$ cat src/rtl/wtc_pkg.sv
// Shared types, constants and lookup tables for the weighted timeslice unit.
// No dependencies; every other file depends on this package.
`timescale 1ns / 1ps

package wtc_pkg;

  localparam int OPC_W   = 2;
  localparam int IDX_W   = 6;
  localparam int TIME_W  = 32;
  localparam int QW_W    = 23;
  localparam int QC_W    = 7;
  localparam int RES_W   = 64;
  localparam int WGT_W   = 17;
  localparam int LOAD_W  = 24;
  localparam int FACT_W  = 49;
  localparam int SH_W    = 6;
  localparam int MUL_W   = 32;
  localparam int DATA_W  = 32;
  localparam int REG_W   = 2;
  localparam int LAT_W   = 32;
  localparam int GRAN_W  = 16;

  localparam int MAX_TASKS   = 64;
  localparam int NICE_LEVELS = 40;

  localparam logic [IDX_W-1:0]  NICE_MAX     = IDX_W'(NICE_LEVELS - 1);
  localparam logic [WGT_W-1:0]  NICE0_WEIGHT = WGT_W'(1024);
  localparam logic [MUL_W-1:0]  INV_MAX      = '1;
  localparam logic [SH_W-1:0]   SH_INIT      = SH_W'(32);

  localparam logic [LAT_W-1:0]  LATENCY_RST   = LAT_W'(64);
  localparam logic [GRAN_W-1:0] MIN_GRAN_RST  = GRAN_W'(8);
  localparam logic [QC_W-1:0]   LAT_TASKS_RST = QC_W'(8);

  typedef enum logic [OPC_W-1:0] {
    OP_TO_VIRT = 2'd0,
    OP_SLICE   = 2'd1,
    OP_VSLICE  = 2'd2,
    OP_NONE    = 2'd3
  } wtc_op_e;

  typedef enum logic [REG_W-1:0] {
    REG_LATENCY   = 2'd0,
    REG_MIN_GRAN  = 2'd1,
    REG_LAT_TASKS = 2'd2
  } wtc_reg_e;

  typedef struct packed {
    logic              start;
    logic [LOAD_W-1:0] divisor;
  } wtc_div_req_t;

  typedef struct packed {
    logic             done;
    logic [MUL_W-1:0] quot;
  } wtc_div_rsp_t;

  function automatic logic [WGT_W-1:0] wtc_weight(input logic [IDX_W-1:0] idx);
    logic [WGT_W-1:0] w;
    case (idx)
      6'd0:  w = 17'd88761;  6'd1:  w = 17'd71755;  6'd2:  w = 17'd56483;
      6'd3:  w = 17'd46273;  6'd4:  w = 17'd36291;  6'd5:  w = 17'd29154;
      6'd6:  w = 17'd23254;  6'd7:  w = 17'd18705;  6'd8:  w = 17'd14949;
      6'd9:  w = 17'd11916;  6'd10: w = 17'd9548;   6'd11: w = 17'd7620;
      6'd12: w = 17'd6100;   6'd13: w = 17'd4904;   6'd14: w = 17'd3906;
      6'd15: w = 17'd3121;   6'd16: w = 17'd2501;   6'd17: w = 17'd1991;
      6'd18: w = 17'd1586;   6'd19: w = 17'd1277;   6'd20: w = 17'd1024;
      6'd21: w = 17'd820;    6'd22: w = 17'd655;    6'd23: w = 17'd526;
      6'd24: w = 17'd423;    6'd25: w = 17'd335;    6'd26: w = 17'd272;
      6'd27: w = 17'd215;    6'd28: w = 17'd172;    6'd29: w = 17'd137;
      6'd30: w = 17'd110;    6'd31: w = 17'd87;     6'd32: w = 17'd70;
      6'd33: w = 17'd56;     6'd34: w = 17'd45;     6'd35: w = 17'd36;
      6'd36: w = 17'd29;     6'd37: w = 17'd23;     6'd38: w = 17'd18;
      default: w = 17'd15;
    endcase
    return w;
  endfunction

  function automatic logic [MUL_W-1:0] wtc_recip(input logic [IDX_W-1:0] idx);
    logic [MUL_W-1:0] r;
    case (idx)
      6'd0:  r = 32'd48388;     6'd1:  r = 32'd59856;     6'd2:  r = 32'd76040;
      6'd3:  r = 32'd92818;     6'd4:  r = 32'd118348;    6'd5:  r = 32'd147320;
      6'd6:  r = 32'd184698;    6'd7:  r = 32'd229616;    6'd8:  r = 32'd287308;
      6'd9:  r = 32'd360437;    6'd10: r = 32'd449829;    6'd11: r = 32'd563644;
      6'd12: r = 32'd704093;    6'd13: r = 32'd875809;    6'd14: r = 32'd1099582;
      6'd15: r = 32'd1376151;   6'd16: r = 32'd1717300;   6'd17: r = 32'd2157191;
      6'd18: r = 32'd2708050;   6'd19: r = 32'd3363326;   6'd20: r = 32'd4194304;
      6'd21: r = 32'd5237765;   6'd22: r = 32'd6557202;   6'd23: r = 32'd8165337;
      6'd24: r = 32'd10153587;  6'd25: r = 32'd12820798;  6'd26: r = 32'd15790321;
      6'd27: r = 32'd19976592;  6'd28: r = 32'd24970740;  6'd29: r = 32'd31350126;
      6'd30: r = 32'd39045157;  6'd31: r = 32'd49367440;  6'd32: r = 32'd61356676;
      6'd33: r = 32'd76695844;  6'd34: r = 32'd95443717;  6'd35: r = 32'd119304647;
      6'd36: r = 32'd148102320; 6'd37: r = 32'd186737708; 6'd38: r = 32'd238609294;
      default: r = 32'd286331153;
    endcase
    return r;
  endfunction

endpackage

$ cat src/rtl/wtc_mul.sv
// Shared 32x32 multiplier with a registered 64-bit product.
// Depends on wtc_pkg.
`timescale 1ns / 1ps

module wtc_mul (
  input  logic                          clk_i,
  input  logic [wtc_pkg::MUL_W-1:0]     a_i,
  input  logic [wtc_pkg::MUL_W-1:0]     b_i,
  output logic [2*wtc_pkg::MUL_W-1:0]   p_o
);
  import wtc_pkg::*;

  logic [2*MUL_W-1:0] p_q;

  always_ff @(posedge clk_i) begin
    p_q <= a_i * b_i;
  end

  assign p_o = p_q;

endmodule

$ cat config.mk
export PLATFORM = sky130hd
export DESIGN_NAME = wtc_mul
export DESIGN_NICKNAME = d
export VERILOG_FILES = /design/src/rtl/wtc_pkg.sv /design/src/rtl/wtc_mul.sv
export SDC_FILE = /design/constraint.sdc
export NUM_CORES = 2
export LEC_CHECK = 0
export BUFFER_PORTS_ARGS = -buffer_cell sky130_fd_sc_hd__clkbuf_2
export CAP_MARGIN = 20
export CELL_PAD_IN_SITES_DETAIL_PLACEMENT = 1
export CELL_PAD_IN_SITES_GLOBAL_PLACEMENT = 1
export CORE_MARGIN = 2
export CORE_UTILIZATION = 52
export DETAILED_ROUTE_END_ITERATION = 8
export GPL_TIMING_DRIVEN = 0
export PLACE_DENSITY = 0.89
export SKIP_LAST_GASP = 1
export SLEW_MARGIN = 15
export SYNTH_ARGS = -nofsm -noshare
export SYNTH_HDL_FRONTEND = slang
export SYNTH_SLANG_ARGS = --single-unit
$ cat constraint.sdc
create_clock -name clk_i -period 10.7 [get_ports clk_i]
set_input_delay 2.14 -clock clk_i [delete_from_list [all_inputs] [get_ports clk_i]]
set_output_delay 2.14 -clock clk_i [all_outputs]
set_load 0.02 [all_outputs]
==> qor.txt <==
GRT Total Usage -> 41.0%
H-tree Lvls -> 3
Critical path endpoint category -> flop
Sequential area share after synthesis -> 3.69%
CTS root buf -> clkbuf_16
Max_cap viols -> 0
Ys async rst share -> 0%
Count leader, synth -> fa_1
Final hold vios -> 0
Final Slew Violations -> 0
Cts hold-fix bufs -> 0
RSZ-0062 raised after global routing -> false
Core Util, Final -> 55.9%
Max reg flops -> 64
Clock Pin Slew Worst Setup and Hold Paths -> 0.06 ns
Vias -> 28746
CTS tree -> yes
Top post-synthesis cells by area -> fa_1 (52%), and2_1 (11%), ha_1 (9.5%), inv_1 (9.4%), nand2_1 (5.2%)
Synth-to-Final Area Change -> 6.11%
Seq cells post-synth -> 64
Synth Warn # -> 0
Worst Max-Slew Pin Slew -> 1.20 ns
Setup violators final -> 0
Starting Density -> 52.6%
Fraction of layout cells with a size suffix above 1 -> 4.32%
DRT iter0 DRCs -> 2654
HPWL after detailed placement -> 119000 um
CTS Buf Count -> 9
DR vias/cell -> 6.03
First-pass GRT wire length -> 206000 um
Pin count of the biggest net entering global routing -> 12
Core Box Area -> 65900 um2
FP Rows -> 94
I/O pin cnt -> 129
Main synth FF type -> dfxtp_1
Syn_area_per_cell -> 9.25 um2
Crit Path Max Fanout -> 10
DRC errors left -> 0
Post-layout min period -> 10.50 ns
Area leader, netlist -> fa_1
Worst EP arrival -> 10.76 ns
Post-Syn Area -> 34700 um2
CTS Sinks -> 64
Clock buffer depth -> 2
Routed len/inst -> 29.2 um
Total Wirelength -> 139000 um
Top cells by count, synth -> fa_1 (896), inv_1 (865), and2_1 (602), nand2_1 (480), ha_1 (263)
Highest clock rate -> 95.2 MHz
Required @ worst endpoint -> 10.96 ns
Synth cell types -> 57
Startpoint types -> input pin
Synth top area share -> 51.7%
Post-Synthesis Cells -> 3748
HP Class -> in -> reg
Grt ovf -> 0
Status -> finished clean
Post-route antenna net violation count -> 0
EDFF count, synth -> 0
Die height -> 262 um
Relative max-transition margin -> 20.1%
Final Cycle Share -> 98.1%
Die width -> 262 um
TritonRoute pass-1 iters -> 5
Placer Congestion -> 1.06
Initial antenna violation count -> 19
Layout Nets -> 5113
Net Count, Synth -> 4972
Vias in the first global route -> 33297
Setup TNS Final -> 0 ns
Die ar. -> 68800 um2
IO buf count -> 128
WS Path Type -> in -> reg
[repair_timing]
item	in CTS	in global routing
setup buffers	0	0
resized for setup	0	4
setup endpoints to repair	0	2
[layout by cell type, fill, tap and decap left out, types with 4 or more instances in the layout]
master | netlist | routed
fa_1 | 896 | 896
inv_1 | 865 | 865
and2_1 | 602 | 602
nand2_1 | 480 | 480
ha_1 | 263 | 263
clkbuf_1 | 213 | 211
clkbuf_2 | 0 | 128
dfxtp_1 | 64 | 64
a21oi_1 | 63 | 63
a21o_1 | 40 | 40
xnor2_1 | 35 | 35
xor2_1 | 25 | 25
nand4_1 | 23 | 23
o21ai_0 | 21 | 21
nor2_1 | 20 | 20
and3_1 | 14 | 14
a31oi_1 | 12 | 12
o21bai_1 | 10 | 10
nand3_1 | 10 | 10
o21a_1 | 9 | 9
clkbuf_16 | 0 | 9
diode_2 | 0 | 7
nor3_1 | 7 | 7
buf_2 | 6 | 6
o21ai_1 | 5 | 5
a221o_1 | 4 | 4
[area by class of cell]
cell class / instances / area, um2
diodes: 7 / 17.5
flip-flops and latches: 64 / 1280
well taps: 864 / 1080
clock buffers: 10 / 239
repair buffers: 130 / 663
clock inverters: 5 / 104
inverters: 865 / 3250
plain buffers: 220 / 846
multi-input cells: 2599 / 29300
fillers: 7660 / 29100
[final timing paths]
check	startpoint	endpoint	slack, ns	cells past startpoint
hold / removal	b_i[0]	p_o[0]	2.23	2
setup / recovery	a_i[23]	p_o[62]	0.20	26
[kinds of logic (layout without fill, tap and decap cells)]
kind of cell    count (synthesis)  after routing  share of synthesized area (%)
compound gates                202            202                           4.15
xor+xnor                       60             60                           1.52
fa+ha+maj                    1159           1159                           61.2
buf+inv                      1085           1230                           11.8
flops                          64             64                           3.69
mux                             1              1                         0.0289
other cells                     0              7                              0
simple gates                 1177           1177                           17.6
[through the flow]
stage,setup WS [ns],cell area [um2],hold slack [ns],std cells
5_1_grt,0.00429,36800,2.21,4759
3_5_place_dp,0.115,36400,2.51,4740
2_1_floorplan,1.81,34700,2.27,3748
4_1_cts,0.392,36700,2.19,4755
3_3_place_gp,0.283,36400,2.51,4740
6_report,0.200,36800,2.23,4764
[metal layers]
layer / share of wire (%) / vias to the layer above / wire length [um] / global-route usage (%)
li1: - / 11149 / - / -
met3: 10 / 798 / 14400 / 9.98
met4: 11 / 12 / 15900 / 36.9
met1: 32 / 14851 / 44600 / 45.6
met5: 0.062 / - / 86 / 0
met2: 46 / 1936 / 64100 / 65.5
[critical path: stages]
cell	delay, ns
clkbuf_2	0.15
clkdlybuf4s15_1	0.86
nand2_1	0.23
fa_1	0.55
inv_1	0.06
fa_1	0.60
inv_1	0.08
fa_1	0.53
inv_1	0.05
fa_1	0.49
fa_1	0.67
fa_1	0.46
fa_1	0.49
inv_1	0.05
fa_1	0.48
inv_1	0.05
ha_1	0.25
buf_2	0.19
nand4_1	0.24
or4_1	0.48
or3_1	0.39
a31oi_1	0.45
a31o_2	0.29
a211oi_1	0.13
o21ai_1	0.20
xor2_1	0.19
Power is not shown: default switching activity piles up to over one toggle a cycle in this logic, so the estimate is an artifact.
