==> src/rtl/wtc_pkg.sv <==
// Shared types, constants and lookup tables for the weighted timeslice unit.
// No dependencies; every other file depends on this package.
`timescale 1ns / 1ps

package wtc_pkg;

  localparam int OPC_W   = 2;
  localparam int IDX_W   = 6;
  localparam int TIME_W  = 32;
  localparam int QW_W    = 23;
  localparam int QC_W    = 7;
  localparam int RES_W   = 64;
  localparam int WGT_W   = 17;
  localparam int LOAD_W  = 24;
  localparam int FACT_W  = 49;
  localparam int SH_W    = 6;
  localparam int MUL_W   = 32;
  localparam int DATA_W  = 32;
  localparam int REG_W   = 2;
  localparam int LAT_W   = 32;
  localparam int GRAN_W  = 16;

  localparam int MAX_TASKS   = 64;
  localparam int NICE_LEVELS = 40;

  localparam logic [IDX_W-1:0]  NICE_MAX     = IDX_W'(NICE_LEVELS - 1);
  localparam logic [WGT_W-1:0]  NICE0_WEIGHT = WGT_W'(1024);
  localparam logic [MUL_W-1:0]  INV_MAX      = '1;
  localparam logic [SH_W-1:0]   SH_INIT      = SH_W'(32);

  localparam logic [LAT_W-1:0]  LATENCY_RST   = LAT_W'(64);
  localparam logic [GRAN_W-1:0] MIN_GRAN_RST  = GRAN_W'(8);
  localparam logic [QC_W-1:0]   LAT_TASKS_RST = QC_W'(8);

  typedef enum logic [OPC_W-1:0] {
    OP_TO_VIRT = 2'd0,
    OP_SLICE   = 2'd1,
    OP_VSLICE  = 2'd2,
    OP_NONE    = 2'd3
  } wtc_op_e;

  typedef enum logic [REG_W-1:0] {
    REG_LATENCY   = 2'd0,
    REG_MIN_GRAN  = 2'd1,
    REG_LAT_TASKS = 2'd2
  } wtc_reg_e;

  typedef struct packed {
    logic              start;
    logic [LOAD_W-1:0] divisor;
  } wtc_div_req_t;

  typedef struct packed {
    logic             done;
    logic [MUL_W-1:0] quot;
  } wtc_div_rsp_t;

  function automatic logic [WGT_W-1:0] wtc_weight(input logic [IDX_W-1:0] idx);
    logic [WGT_W-1:0] w;
    case (idx)
      6'd0:  w = 17'd88761;  6'd1:  w = 17'd71755;  6'd2:  w = 17'd56483;
      6'd3:  w = 17'd46273;  6'd4:  w = 17'd36291;  6'd5:  w = 17'd29154;
      6'd6:  w = 17'd23254;  6'd7:  w = 17'd18705;  6'd8:  w = 17'd14949;
      6'd9:  w = 17'd11916;  6'd10: w = 17'd9548;   6'd11: w = 17'd7620;
      6'd12: w = 17'd6100;   6'd13: w = 17'd4904;   6'd14: w = 17'd3906;
      6'd15: w = 17'd3121;   6'd16: w = 17'd2501;   6'd17: w = 17'd1991;
      6'd18: w = 17'd1586;   6'd19: w = 17'd1277;   6'd20: w = 17'd1024;
      6'd21: w = 17'd820;    6'd22: w = 17'd655;    6'd23: w = 17'd526;
      6'd24: w = 17'd423;    6'd25: w = 17'd335;    6'd26: w = 17'd272;
      6'd27: w = 17'd215;    6'd28: w = 17'd172;    6'd29: w = 17'd137;
      6'd30: w = 17'd110;    6'd31: w = 17'd87;     6'd32: w = 17'd70;
      6'd33: w = 17'd56;     6'd34: w = 17'd45;     6'd35: w = 17'd36;
      6'd36: w = 17'd29;     6'd37: w = 17'd23;     6'd38: w = 17'd18;
      default: w = 17'd15;
    endcase
    return w;
  endfunction

  function automatic logic [MUL_W-1:0] wtc_recip(input logic [IDX_W-1:0] idx);
    logic [MUL_W-1:0] r;
    case (idx)
      6'd0:  r = 32'd48388;     6'd1:  r = 32'd59856;     6'd2:  r = 32'd76040;
      6'd3:  r = 32'd92818;     6'd4:  r = 32'd118348;    6'd5:  r = 32'd147320;
      6'd6:  r = 32'd184698;    6'd7:  r = 32'd229616;    6'd8:  r = 32'd287308;
      6'd9:  r = 32'd360437;    6'd10: r = 32'd449829;    6'd11: r = 32'd563644;
      6'd12: r = 32'd704093;    6'd13: r = 32'd875809;    6'd14: r = 32'd1099582;
      6'd15: r = 32'd1376151;   6'd16: r = 32'd1717300;   6'd17: r = 32'd2157191;
      6'd18: r = 32'd2708050;   6'd19: r = 32'd3363326;   6'd20: r = 32'd4194304;
      6'd21: r = 32'd5237765;   6'd22: r = 32'd6557202;   6'd23: r = 32'd8165337;
      6'd24: r = 32'd10153587;  6'd25: r = 32'd12820798;  6'd26: r = 32'd15790321;
      6'd27: r = 32'd19976592;  6'd28: r = 32'd24970740;  6'd29: r = 32'd31350126;
      6'd30: r = 32'd39045157;  6'd31: r = 32'd49367440;  6'd32: r = 32'd61356676;
      6'd33: r = 32'd76695844;  6'd34: r = 32'd95443717;  6'd35: r = 32'd119304647;
      6'd36: r = 32'd148102320; 6'd37: r = 32'd186737708; 6'd38: r = 32'd238609294;
      default: r = 32'd286331153;
    endcase
    return r;
  endfunction

endpackage

==> src/rtl/wtc_div.sv <==
// Restoring divider, one quotient bit per cycle: 0xFFFFFFFF / divisor.
// Depends on wtc_pkg. A zero divisor yields an all-ones quotient.
`timescale 1ns / 1ps

module wtc_div (
  input  logic                  clk_i,
  input  logic                  rst_ni,
  input  wtc_pkg::wtc_div_req_t req_i,
  output wtc_pkg::wtc_div_rsp_t rsp_o
);
  import wtc_pkg::*;

  localparam int CNT_W = $clog2(MUL_W);

  logic              busy_q;
  logic              done_q;
  logic [CNT_W-1:0]  cnt_q;
  logic [LOAD_W-1:0] rem_q;
  logic [LOAD_W-1:0] dvs_q;
  logic [MUL_W-1:0]  quo_q;
  logic [LOAD_W:0]   trial;
  logic [LOAD_W:0]   diff;
  logic              ge;

  assign trial = {rem_q, quo_q[MUL_W-1]};
  assign ge    = trial >= {1'b0, dvs_q};
  assign diff  = trial - {1'b0, dvs_q};

  always_ff @(posedge clk_i or negedge rst_ni) begin
    if (!rst_ni) begin
      busy_q <= 1'b0;
      done_q <= 1'b0;
      cnt_q  <= '0;
    end else if (req_i.start) begin
      busy_q <= 1'b1;
      done_q <= 1'b0;
      cnt_q  <= '0;
    end else if (busy_q) begin
      cnt_q <= cnt_q + CNT_W'(1);
      if (cnt_q == CNT_W'(MUL_W - 1)) begin
        busy_q <= 1'b0;
        done_q <= 1'b1;
      end
    end
  end

  // dividend bits shift out of the top of quo_q as quotient bits shift in
  always_ff @(posedge clk_i) begin
    if (req_i.start) begin
      rem_q <= '0;
      dvs_q <= req_i.divisor;
      quo_q <= INV_MAX;
    end else if (busy_q) begin
      rem_q <= ge ? diff[LOAD_W-1:0] : trial[LOAD_W-1:0];
      quo_q <= {quo_q[MUL_W-2:0], ge};
    end
  end

  assign rsp_o.done = done_q;
  assign rsp_o.quot = quo_q;

endmodule

==> config.mk <==
export PLATFORM = sky130hd
export DESIGN_NAME = wtc_div
export DESIGN_NICKNAME = d
export VERILOG_FILES = /design/src/rtl/wtc_pkg.sv /design/src/rtl/wtc_div.sv
export SDC_FILE = /design/constraint.sdc
export NUM_CORES = 1
export LEC_CHECK = 0
export BUFFER_PORTS_ARGS = -buffer_cell sky130_fd_sc_hd__buf_2
export CAP_MARGIN = 20
export CORE_UTILIZATION = 45
export CTS_CLUSTER_SIZE = 12
export DETAILED_ROUTE_END_ITERATION = 10
export PLACE_DENSITY = 0.67
export SLEW_MARGIN = 20
export SYNTH_ARGS = -nofsm -noshare
export SYNTH_HDL_FRONTEND = slang
export SYNTH_SLANG_ARGS = --single-unit
==> constraint.sdc <==
create_clock -name clk_i -period 2.83 [get_ports clk_i]
set_input_delay 0.7075 -clock clk_i [delete_from_list [all_inputs] [get_ports clk_i]]
set_output_delay 0.7075 -clock clk_i [all_outputs]
set_load 0.02 [all_outputs]
==> results, run 1 <==
- The clock net sink count is 87.
- In this run the register-to-register setup slack is -0.02 ns.
- The upper clock frequency limit is roughly 0.35 GHz.
- The total clock buffers created by CTS is 9.
- Across every metal layer, demand over resource in global routing totals just under 20%.
- The sequential area share after synthesis is between 40% and 50%.
- Routability-driven placement finished with a final weighted congestion of about 0.88.
- Prior to clock tree synthesis, the placed netlist has a worst setup slack of -0.09670 ns.
- The floorplan step defined a die boundary enclosing ~11000 µm².
- The number of H-tree branching levels is 3.
- The synthesized design spends more area on one cell type than any other, namely sky130_fd_sc_hd__dfxtp_1.
- The clock-pin slew of the registers on the worst-case setup and hold paths is approximately 0.1 ns.
- The yosys synthesis warning count is 0.
- The number of iterations in the first detailed-routing pass is 4.
- Summing the areas of all compound-gate instances in the mapped netlist gives around 15% of the synthesized area.
- The count of buffer and inverter cells on the critical path is 2.
- The dominant combinational cell family by area after synthesis is compound AO/OA/AOI/OAI gates.
- The TritonCTS clock tree is built.
- The arrival time of the worst setup path is 3.16 ns.
- VDD sags by at most slightly below 0.0005 V.
- The post-detailed-routing wire length is around 10000 µm.
- After detailed routing, the number of remaining DRC violations is 0.
- The number of vias after detailed routing is around 3700.
- The run finished, with violations left.
- The startpoint of the most critical setup path is dvs_q[1].
- STA puts the critical path data required time at approximately 3.1 ns.
- The worst setup path is of the register to register kind.
- Of all flip-flops after synthesis, the portion carrying an async set or reset was under 10%.
- No sink is reached through more buffers than the 2 on the longest clock path.
- The kind of capture point of the worst setup path is a register.
- The critical register-to-register path endpoint is rem_q[15].
- After synthesis, the cell types taking the most area are sky130_fd_sc_hd__dfxtp_1, sky130_fd_sc_hd__edfxtp_1, sky130_fd_sc_hd__mux2i_1.
- The area added between synthesis and finish is 18.36%.
- The mux cell area share after synthesis is a little under an eighth.
- Synthesis inferred just under 90 register bits.
- Counting tap cells, the placed design contains a total of about 670 instances.
- Summing the areas of all and, or, nand and nor instances in the mapped netlist gives around 14% of the synthesized area.
- On the critical path the largest part of the delay comes from compound AO/OA/AOI/OAI gates.
- For this run, the slowest stage of the critical path takes between 0.4 and 0.5 ns.
- Summing all placed instances gives a cell area of 5187 µm².
- The average size of a mapped cell is 9.732 µm².
- Headroom to the max-slew limit came out at between 70% and 80%.
- The wire length of the first global-routing pass is roughly 17000 µm.
- The classification of the worst-slack hold path is input pin to asynchronous set/reset pin.
- Max-cap violations in this run came to 0.
- The final worst clock skew is about 0.012 ns.
- The setup slack after layout is -0.02359 ns.
- Dividing total power by cell area gives a power density of about 520 nW/µm².
- The max-slew violation count came to 0.
- Setup repair after global routing could not meet its margin everywhere.
- The worst-path cell with the longest stage delay is sky130_fd_sc_hd__a2111o_1.
- Summed over all layers, the global routing overflow is 0.
- The later-pin clock latency in the skew report is 0.37 ns.
- In the final routed layout, each cell accounts on average for about 14 µm.
- The post-detailed-route via-to-cell ratio is approximately 5.3.
- The total power of the final layout is 2.882 mW.
- The number of different library cells used by synthesis comes to 57.
- The clock tree root buffer cell is sky130_fd_sc_hd__clkbuf_8.
- Counting flops with a built-in enable in the synthesized netlist gives 24.
- Of the cells placed in the final design, the portion with a size suffix greater than 1 is a little under a quarter.
- In the final timing run, aggregate negative setup slack is -0.02359 ns.
- For the worst flop-to-flop path, the logic depth is 11.
- For this design, the CTS-stage hold fixing added 0 buffers.
- Summed over its instances, the top area cell type makes up approximately 24% of the synthesized netlist area.
- The number of setup violations in the final report is 1.
- The quantity of I/O buffers inserted on ports is 59.
- The post-detailed-placement half-perimeter wirelength is 7059 µm.
- The arithmetic-cell share of the synthesized area counting full adders, half adders and majority gates is roughly 7.4%.
- In this run the critical register-to-register path is launched from dvs_q[1].
- For this configuration, the core starts out at a cell density of between 40% and 50%.
- The initial antenna violation count was 0.
- Summing the areas of all xor and xnor instances in the mapped netlist gives 3.396% of the synthesized area.
- The finished layout holds 696 standard cells, fillers aside.
- The net count reported at finish is 612.
- Traced cell by cell, the critical path runs through inv_2 > ha_4 > nor2b_4 > o31a_4 > o31a_1 > a2111o_1 > buf_4 > a2111oi_2 > a311oi_1 > mux2_4 > a211oi_2.
- The floorplan step defined a core boundary enclosing approximately 9900 µm².
- The reported leakage power is ~2.5 nW.
- Entering global routing, the biggest net connects 80 pins.
- The minimum clock period is 2.854 ns.
- The worst setup path is launched from a register.
- Of all nets on the critical path, the largest fanout is 3.
- The transition time at the pin with the least slew margin is 0.4163 ns.
- The final hold violation count is 0.
- Among all flip-flop cells after synthesis, the most frequent one is sky130_fd_sc_hd__dfxtp_1.
- The critical path runs through a total of 11 cells.
- The final antenna diode count is 0.
- The cell area after layout is around 5500 µm².
- The worst hold slack is around 0.15 ns.
- The via count of the first global-routing pass is about 3700.
- During I/O placement, the number of pins put on the boundary was 60.
- The residual antenna-violating net count after detailed routing is 0.
- For this block, the initial DRC count from the detailed router was about 150.
- The die width is roughly 100 µm.
- The capturing instance or port of the critical path is rem_q[15].
- The number of instances in the synthesized netlist is between 400 and 500.
- The checks that failed: setup timing.
- The net count after synthesis is between 500 and 600.
- The post-route core utilization is 55.70%.
- In this run the vertical extent of the chip is between 100 and 150 µm.
- Summing every instance area after synthesis gives roughly 4600 µm².
- The cell row count is 36.
- In the finished design, the share of the clock period the worst path needs comes to 100.8%.
==> metal layers <==
| layer | share of wire [%] | track usage (%) | vias up |
|---|---|---|---|
| met2 | 46 | 32.17 | 87 |
| met5 | 0 | 0 | - |
| li1 | - | - | 1869 |
| met3 | 5.9 | 7.489 | 14 |
| met4 | 1.8 | 7.039 | 0 |
| met1 | 46 | 23.80 | 1750 |
==> power breakdown <==
part / internal (mW) / leakage [nW] / total [mW] / switching (mW)
Clock: 0.335 / 0.0858 / 0.835 / 0.500
Sequential: 1.35 / 0.779 / 1.39 / 0.0410
Combinational: 0.306 / 1.66 / 0.657 / 0.350
Total: 1.99 / 2.52 / 2.88 / 0.892
==> state kept, by name, indices dropped and copies added (netlist names) <==
name	count
dvs_q	24
cnt_q	5
busy_q	1
quo_q	32
rem_q	24
done_q	1
==> layout by cell type (no fill, tap or decap), types with 5 or more instances in the layout <==
cell and n:
sky130_fd_sc_hd__nand4_1 6, sky130_fd_sc_hd__nand2_1 53, sky130_fd_sc_hd__buf_4 28, sky130_fd_sc_hd__a21oi_1 18, sky130_fd_sc_hd__clkbuf_8 9, sky130_fd_sc_hd__o21ai_0 11
sky130_fd_sc_hd__and3_1 5, sky130_fd_sc_hd__inv_1 32, sky130_fd_sc_hd__buf_2 59, sky130_fd_sc_hd__mux2i_1 50, sky130_fd_sc_hd__nor2_1 41, sky130_fd_sc_hd__o211ai_1 6
sky130_fd_sc_hd__edfxtp_1 24, sky130_fd_sc_hd__dfxtp_1 56, sky130_fd_sc_hd__nand3_1 5, sky130_fd_sc_hd__dfrtp_1 6, sky130_fd_sc_hd__a211oi_1 15, sky130_fd_sc_hd__o21a_1 8
sky130_fd_sc_hd__a21o_1 7, sky130_fd_sc_hd__nor3_1 12, sky130_fd_sc_hd__ha_1 25, sky130_fd_sc_hd__xnor2_1 12, sky130_fd_sc_hd__xor2_1 6
==> area by class of cell <==
class                      instances  area (µm²)
fill                             880        4370
clock inverter                     6       52.55
clock buffer                      10       127.6
tap                              133       166.4
timing repair buffer              92       570.5
multi-input combinational        334        2431
sequential                        87        2018
inverter                          34       127.6
==> logic make-up (layout without fill, tap and decap cells) <==
group                      after synthesis  after routing
adders and majority gates               27             27
DFF                                     87             87
buffers and inverters                   56            142
xor gates and xnor gates                18             18
AOI/OAI and AO/OA                       96             96
and+or+nand+nor                        140            140
muxes                                   53             53
==> what timing repair did <==
| action | 4_1_cts | 5_1_grt |
|---|---|---|
| setup endpoints to repair | 22 | 25 |
| buffers inserted | 3 | 3 |
| pin swaps | 20 | 4 |
| gates resized for setup | 9 | 10 |
| hold endpoints to repair | 0 | 0 |
==> synth_stat cells, drive strengths merged, types with 6 or more instances <==
cell type,n
o21a,8
a21o,7
xor2,6
nor2,42
buf,9
clkbuf,12
o21ai,13
dfxtp,56
edfxtp,24
o211ai,6
nor3,12
nand4,6
nand2,53
mux2i,51
inv,33
ha,26
a21oi,20
a31oi,6
a211oi,17
xnor2,12
dfrtp,7
==> how the worst min path moves through the flow <==
stage                      endpoint  startpoint  cells after the start
after detailed placement  quo_q[16]   quo_q[15]                      2
after global routing       cnt_q[0]      rst_ni                      1
after floorplan              busy_q      rst_ni                      0
after CTS                  cnt_q[0]      rst_ni                      1
final                      cnt_q[0]      rst_ni                      1
after global placement    quo_q[29]   quo_q[29]                      2
No activity file was read; power rests on OpenSTA's default activity.
==> run 2: changes to the inputs <==
==> constraint.sdc (replaced) <==
create_clock -name clk_i -period 2.83 [get_ports clk_i]
set_input_delay 0.566 -clock clk_i [delete_from_list [all_inputs] [get_ports clk_i]]
set_output_delay 0.566 -clock clk_i [all_outputs]
set_load 0.02 [all_outputs]
==> results, run 2 (synthesis results as in run 1) <==
- Result of the run: complete, but fails checks (unchanged).
- Failing checks: setup timing (unchanged).
- The number of iterations in the first detailed-routing pass was 4 (unchanged).
- The launch point of the worst reg-to-reg path is dvs_q[1] (unchanged).
- The via count of the first global-routing pass came to 3683 (was 3696).
- The maximum count of clock buffers along a single path came to 2 (unchanged).
- The final hold violation count is 0 (unchanged).
- Highest-count cells in the layout ignoring fill and taps: sky130_fd_sc_hd__buf_2, sky130_fd_sc_hd__dfxtp_1, sky130_fd_sc_hd__nand2_1 (unchanged).
- The residual antenna-violating net count after detailed routing is 0 (unchanged).
- The clock tree root buffer cell was sky130_fd_sc_hd__clkbuf_8 (unchanged).
- The detail-routed net length per standard cell is 14.74 µm (was 14.45 µm).
- The transition time at the pin with the least slew margin was 0.4234 ns (was 0.4163 ns).
- The max-cap check violation count is 0 (unchanged).
- The clock net sink count is 87 (unchanged).
- The die width is 103.6 µm (unchanged).
- The number of flip-flops in the largest register is 32 (unchanged).
- The highest ir drop seen on vdd came to 0.0002687 V (was 0.0004971 V).
- The number of vias after detailed routing is 3719 (was 3720).
- The placeable core region is 9864 µm² (unchanged).
- The startpoint of the most critical setup path is dvs_q[1] (unchanged).
- The remaining routing DRC violations is 0 (unchanged).
- The total clock buffers created by CTS is 9 (unchanged).
- The worst-path maximum fanout was 8 (was 3).
- The quantity of hold-fixing buffers added after cts came to 0 (unchanged).
- The maximum number of pins on one net before global-route repair came to 80 (unchanged).
- The initial antenna violation count is 0 (unchanged).
- The reported leakage power is 2.537 nW (was 2.522 nW).
- The post-detailed-routing wire length is 10280 µm (was 10060 µm).
- The overall routing resource usage is 19.86% (was 19.76%).
- The routability-driven placement congestion ratio is 0.8807 (was 0.8765).
- The upper clock frequency limit is 0.3505 GHz (was 0.3504 GHz).
- The number of setup violations in the final report is 2 (was 1).
- The initial standard-cell utilization of the core was 47.06% (unchanged).
- The cell total after placement is 674 (unchanged).
- The net count reported at finish came to 613 (was 612).
- The wire length of the first global-routing pass is 17330 µm (was 17110 µm).
- The final period utilization is 100.8% (about the same).
- The placement-stage worst setup slack came to -0.1219 ns (was -0.09670 ns).
- The violation count after the first detailed-route iteration is 133 (was 154).
- The cell row count came to 36 (unchanged).
- The TritonCTS clock tree is built (unchanged).
- The share of final-layout standard cells stronger than drive strength 1 is 22.70% (was 22.56%).
- The vertical extent of the die is 103.6 µm (unchanged).
- The type of the setup path with the least slack was register to register (unchanged).
- The setup slack after layout came to -0.02315 ns (was -0.02359 ns).
- Unrepaired setup endpoints after global routing: true (unchanged).
- The final worst clock skew is 0.008203 ns (was 0.01168 ns).
- The max-slew violation count is 0 (unchanged).
- The overall overflow remaining after global route is 0 (unchanged).
- The reg-to-reg setup timing slack is -0.02 ns (about the same).
- The number of primary I/O pins is 60 (unchanged).
- The number of H-tree branching levels came to 3 (unchanged).
- The total power of the final layout came to 2.902 mW (was 2.882 mW).
- The area of the die is 10730 µm² (unchanged).
- The critical register-to-register path endpoint is rem_q[23] (was rem_q[15]).
- The worst-case headroom to the max-slew limit is 71.78% (was 72.01%).
- The non-filler instance count after layout is 697 (was 696).
- The later-pin clock latency in the skew report was 0.35 ns (was 0.37 ns).
- The final antenna diode count is 0 (unchanged).
- The post-detailed-route via-to-cell ratio is 5.336 (was 5.345).
- The most flop-heavy register is quo_q (unchanged).
- The area added between synthesis and finish is 18.89% (was 18.36%).
- The classification of the worst-slack hold path is input pin to asynchronous set/reset pin (unchanged).
- The commonest non-fill, non-tap cell in the layout was sky130_fd_sc_hd__buf_2 (unchanged).
- The clock-pin slew of the registers on the worst-case setup and hold paths is 0.09 ns (was 0.10 ns).
- The post-detailed-placement half-perimeter wirelength was 7245 µm (was 7059 µm).
- Largest registers: quo_q: 32 flops, dvs_q: 24 flops, rem_q: 24 flops (unchanged).
- The required time of the worst setup path is 3.11 ns (was 3.13 ns).
- The depth of the worst register-to-register path is 11 (unchanged).
- The quantity of I/O buffers inserted on ports came to 59 (unchanged).
- The startpoint kind of the worst setup timing path is a register (unchanged).
- The kind of capture point of the worst setup path was a register (unchanged).
- The total power density per cell area came to 525.9 nW/µm² (was 524.5 nW/µm²).
- The minimum clock period is 2.853 ns (was 2.854 ns).
- The arrival time of the worst setup path was 3.14 ns (was 3.16 ns).
- The worst hold slack is 0.02812 ns (was 0.1477 ns).
-- run 2: metrics by stage --
stage / utilization (%) / TNS (ns) / cell area (µm²)
5_1_grt: 55.95 / -1.227 / 5519
3_3_place_gp: 52.59 / -0.05386 / 5187
6_report: 55.95 / -0.03228 / 5519
3_5_place_dp: 52.59 / -1.117 / 5187
2_1_floorplan: - / -0.3958 / 4654
4_1_cts: 55.33 / -0.3538 / 5458
-- run 2: worst max-delay path by stage --
stage	end	slack, ns	cells past startpoint
floorplan	rem_q[15]	-0.04	10
global placement	rem_q[15]	-0.05	10
detailed placement	rem_q[15]	-0.12	10
CTS	rem_q[23]	-0.07	11
global route	rem_q[23]	-0.11	11
finish	rem_q[23]	-0.02	11
-- run 2: critical path: stages, from the launching register on --
cell	delay [ns]
sky130_fd_sc_hd__edfxtp_1	0.40
sky130_fd_sc_hd__inv_2	0.09
sky130_fd_sc_hd__ha_4	0.19
sky130_fd_sc_hd__nor2b_4	0.12
sky130_fd_sc_hd__o31a_2	0.30
sky130_fd_sc_hd__o31a_1	0.28
sky130_fd_sc_hd__a2111o_1	0.47
sky130_fd_sc_hd__a31oi_4	0.24
sky130_fd_sc_hd__o21ai_4	0.13
sky130_fd_sc_hd__buf_6	0.17
sky130_fd_sc_hd__o41a_1	0.31
sky130_fd_sc_hd__o21ai_1	0.08
-- run 2: routing by layer --
layer,global-route usage [%],part of all wire (%),wire length [µm]
met1,25.32,47,4792
met2,32.65,47,4838
met3,4.405,4.9,503
met4,7.867,1.4,142
met5,0,0,0
-- run 2: power breakdown --
group          internal, mW  switching [mW]  leakage [nW]
sequential             1.35          0.0420         0.779
combinational         0.308           0.355          1.66
clock                 0.381           0.469        0.0950
total                  2.04           0.866          2.54
-- run 2: what timing repair did --
item / in CTS / in global routing
hold endpoints to repair: 0 / 0
setup endpoints to repair: 22 / 25
resized for setup: 10 / 9
setup buffers: 5 / 2
pin swaps: 14 / 10
-- run 2: final cells by class --
class	instances	area, µm²
Fill cell	889	4345
Multi-Input combinational cell	334	2442
Sequential cell	87	2018
Timing Repair Buffer	93	574.3
Tap cell	133	166.4
Clock buffer	11	152.6
Inverter	34	127.6
Clock inverter	5	37.54
